==> config.mk <==
export PLATFORM = sky130hd
export DESIGN_NAME = pli_cell
export DESIGN_NICKNAME = d
export VERILOG_FILES = /design/src/rtl/core/pli_pkg.sv /design/src/rtl/core/pli_cell.sv
export SDC_FILE = /design/constraint.sdc
export NUM_CORES = 1
export LEC_CHECK = 0
export BUFFER_PORTS_ARGS = -buffer_cell sky130_fd_sc_hd__buf_2
export CELL_PAD_IN_SITES_DETAIL_PLACEMENT = 1
export CELL_PAD_IN_SITES_GLOBAL_PLACEMENT = 1
export CORE_MARGIN = 3
export CORE_UTILIZATION = 30
export CTS_CLUSTER_SIZE = 16
export DETAILED_ROUTE_END_ITERATION = 12
export PLACE_DENSITY = 0.8
export SYNTH_ARGS = -nofsm -noshare
export SYNTH_HDL_FRONTEND = slang
export SYNTH_SLANG_ARGS = --single-unit
export TNS_END_PERCENT = 100
==> constraint.sdc <==
create_clock -name clk -period 5 [get_ports clk]
set_clock_uncertainty 0.05 [all_clocks]
set_input_delay 0 -clock clk [delete_from_list [all_inputs] [get_ports clk]]
set_output_delay 0 -clock clk [all_outputs]
set_load 0.1 [all_outputs]
==> src/rtl/core/pli_pkg.sv <==
// Package with the request and result types and the codes of the positional list.
`timescale 1ns / 1ps

package pli_pkg;

  localparam logic [1:0] OP_INSERT = 2'd0;
  localparam logic [1:0] OP_DELETE = 2'd1;
  localparam logic [1:0] OP_READ   = 2'd2;

  localparam logic [1:0] STATUS_OK       = 2'd0;
  localparam logic [1:0] STATUS_FULL     = 2'd1;
  localparam logic [1:0] STATUS_EMPTY    = 2'd2;
  localparam logic [1:0] STATUS_PAST_END = 2'd3;

  typedef struct packed {
    logic [1:0]         operation;
    logic [5:0]         position;
    logic signed [31:0] value;
  } in_t;

  typedef struct packed {
    logic signed [31:0] read_value;
    logic [1:0]         status;
    logic [6:0]         entry_count;
  } out_t;

  typedef enum logic [1:0] {
    CELL_HOLD,
    CELL_INSERT,
    CELL_DELETE,
    CELL_READ
  } cell_op_t;

  typedef enum logic [1:0] {
    ST_IDLE,
    ST_EXEC,
    ST_GATHER
  } state_t;

endpackage

==> src/rtl/core/pli_cell.sv <==
// One storage cell of the list chain that shifts, holds or offers its entry.
`timescale 1ns / 1ps

module pli_cell #(
  parameter int IW    = 6,
  parameter int INDEX = 0
) (
  input  logic               clk,
  input  pli_pkg::cell_op_t  cmd_op,
  input  logic [IW-1:0]      cmd_pos,
  input  logic signed [31:0] cmd_value,
  input  logic signed [31:0] left_data,
  input  logic signed [31:0] right_data,
  output logic signed [31:0] data,
  output logic signed [31:0] read_word
);

  localparam logic [IW-1:0] MY_INDEX = IW'(INDEX);

  logic signed [31:0] data_next;

  always_comb begin
    data_next = data;
    case (cmd_op)
      pli_pkg::CELL_INSERT: begin
        if (MY_INDEX == cmd_pos) begin
          data_next = cmd_value;
        end else if (MY_INDEX > cmd_pos) begin
          data_next = left_data;
        end
      end
      pli_pkg::CELL_DELETE: begin
        if (MY_INDEX >= cmd_pos) begin
          data_next = right_data;
        end
      end
      default: data_next = data;
    endcase
  end

  always_ff @(posedge clk) begin
    data <= data_next;
    if (cmd_op == pli_pkg::CELL_READ && MY_INDEX == cmd_pos) begin
      read_word <= data;
    end else begin
      read_word <= '0;
    end
  end

endmodule

==> metrics.cfg <==
[synthesis]
synth_fp_nets=362
synth-seq-area-share_pct=61.5
synth_largest_area_cell=edfxtp_1
syn_inst=257
synth.cell_area_um2=2600
syn_avg_cell_area_um2=10.1
synth_seq_cells=64
synth_top_area_share_pct=36.9
synth_area_leaders=edfxtp_1 37%, dfxtp_1 25%, a31oi_1 7.7%
yosysUniqueCellTypes=19
yosys_warnings=0

[global_route]
grt-ovfl-total=0
grt_max_degree=65
grt_antenna_before_repair=0
grt_first_pass_wirelength_um=13600
grt_pass1_vias=2832
grt.total_usage_pct=17.5

[route]
first_pass_iters=4
drc=0
wl_per_cell_um=16.2
drt_iter0_drc=51
antenna_left=0
routed_wl_um=8970
vias=2696
viasPerCell=4.87

[sta]
finalCritPeriodShare_pct=46.1
fin_crit_ps=2300
setup_viol=0
slew_violations=0
hold_ws_ps=9.10
fmax_mhz=434
maxSlewHeadroom_pct=20.6
hold_violations=0
fin_ws_ps=2700
finalSetupTns_ps=0
worst_pin_slew_ps=1190
rsz0062_at_grt=false

[clock_tree]
cts_resized=0
clock-sinks=64
numCtsBuffers=9
clockBufferDepth=2
htreeDepth=3
post_cts_buffers=0
insertion_delay_ps=320
cts.clk_slew.worst_paths_ps=70
cts_tree=done
cts_root_buffer=clkbuf_8

[min_path]
hp-class=primary input to flip-flop
hp-start=right_data[12]

[place]
portBuffers=168
dp_worst_setup_slack_ps=2430
dp_hpwl_um=6000
dpl_cell_area_um2=3520
gp_congestion=0.760

[job]
cap_viol_max_count=0

[floorplanning]
design.die.area_um2=9830
die_x_um=99.1
die_h_um=99.1
start_util_pct=31.2
core_um2=8340
rows=33
io_pins=169

[critical_path]
crit_arrival_ps=2320
critical_path.startpoint_type=primary input
crit_required_ps=5020
worstReg2RegStart=data[22]$_DFFE_PP_
critPathCaptureType=flip-flop
path_max_fanout=34
critPathKind=primary input to flip-flop
crit_start=cmd_pos[5]

[finish]
final_cell_area_um2=3990
drive_gt1_share_pct=42.8
nNetsFinal=549
antenna_cells=0
area_growth_pct=53.4

[pwr]
p_per_area_nw_per_um2=274
ir_drop_mv=0.122
leakagePower_nw=1.78

[run_status]
status=completed

==> per-layer routing <==
metal	track usage, %	wire, µm	share of wire (%)
met4	6.20	98	1.1
met3	3.72	594	6.6
met1	19.4	3510	39
met2	32.7	4770	53
met5	0	0	0
==> worst max-delay path, cell delays in order <==
cell and delay (ps):
buf_2 110, or4_1 1060, o21ai_0 350, a31oi_1 130, dlygate4sd3_1 660
==> placed cells by master, fill, tap and decap left out <==
| cell type | synthesis | routed |
|---|---|---|
| clkbuf_8 | 0 | 12 |
| nor4_2 | 0 | 1 |
| o21ai_0 | 32 | 32 |
| or2_2 | 1 | 1 |
| a31oi_1 | 32 | 32 |
| nand2_1 | 1 | 1 |
| nor3_2 | 0 | 1 |
| and2_1 | 32 | 32 |
| clkinv_2 | 0 | 3 |
| edfxtp_1 | 32 | 32 |
| buf_4 | 0 | 3 |
| buf_2 | 2 | 168 |
| nor2_1 | 33 | 32 |
| nand2b_2 | 0 | 1 |
| dfxtp_1 | 32 | 32 |
| xnor2_1 | 1 | 1 |
| dlygate4sd3_1 | 0 | 29 |
| nor2_2 | 0 | 1 |
| clkbuf_1 | 18 | 1 |
| or4_1 | 1 | 1 |
| nor3_4 | 1 | 1 |
| nand3_1 | 32 | 32 |
==> report_power, final <==
part,internal [W],leakage [nW],switching (W),total (W)
Clock,0.000219,0.0992,0.000187,0.000406
Combinational,0.0000623,1.13,0.0000713,0.000134
Sequential,0.000555,0.553,0.000000857,0.000556
==> layout make-up <==
class                      instances  area, µm²
fill                            1018       4350
tap                              105        131
clock buffer                      13        169
timing repair buffer             200       1150
sequential                        64       1600
clock inverter                     3       15.0
multi-input combinational        169        921
==> stage by stage <==
step | total power (W) | std cells | utilization [%]
5_1_grt | 0.00115 | 554 | 47.9
2_1_floorplan | 0.000626 | 257 | -
4_1_cts | 0.00111 | 554 | 47.9
6_report | 0.00110 | 554 | 47.9
3_5_place_dp | 0.000680 | 509 | 42.2
3_3_place_gp | 0.000676 | 509 | 42.2
==> cells by family (layout without fill, tap and decap cells) <==
kind of cell              Yosys count  after routing  share of synthesized area [%]
and+or+nand+nor                   104            104                           20.6
AOI/OAI and AO/OA                  64             64                           13.8
DFF                                64             64                           61.5
buffers and inverters              24            216                           3.70
xor gates and xnor gates            1              1                          0.337
==> synthesized netlist by cell type <==
cell type and count:
or4_1 1, edfxtp_1 32, xnor2_1 1, nand3_1 32, dfxtp_1 32, nor3_4 1
o21ai_0 32, nor3_1 1, buf_1 1, and2_1 32, clkbuf_1 18, nand2b_1 1
nand2_1 1, a31oi_1 32, nor4_1 1, nor2_1 33, buf_2 2, or2_2 1
clkbuf_2 3
==> final timing paths <==
check	to	slack [ps]	cells past startpoint
worst max-delay path	data[3]$_DFFE_PP_	2700	5
worst min-delay path	data[12]$_DFFE_PP_	9	3
worst max register to register	read_word[22]$_SDFF_PN0_	4290	1
worst min register to register	read_word[15]$_SDFF_PN0_	410	1
==> flip-flops by register name, indices dropped and copies added, names as in the netlist <==
name / cells
read_word: 32
data: 32
==> what timing repair did <==
action	in CTS	in global routing
setup endpoints to repair	0	0
hold buffers	29	0
endpoints found under the hold margin	25	0
Note: power is estimated with default switching activity, not from simulation.
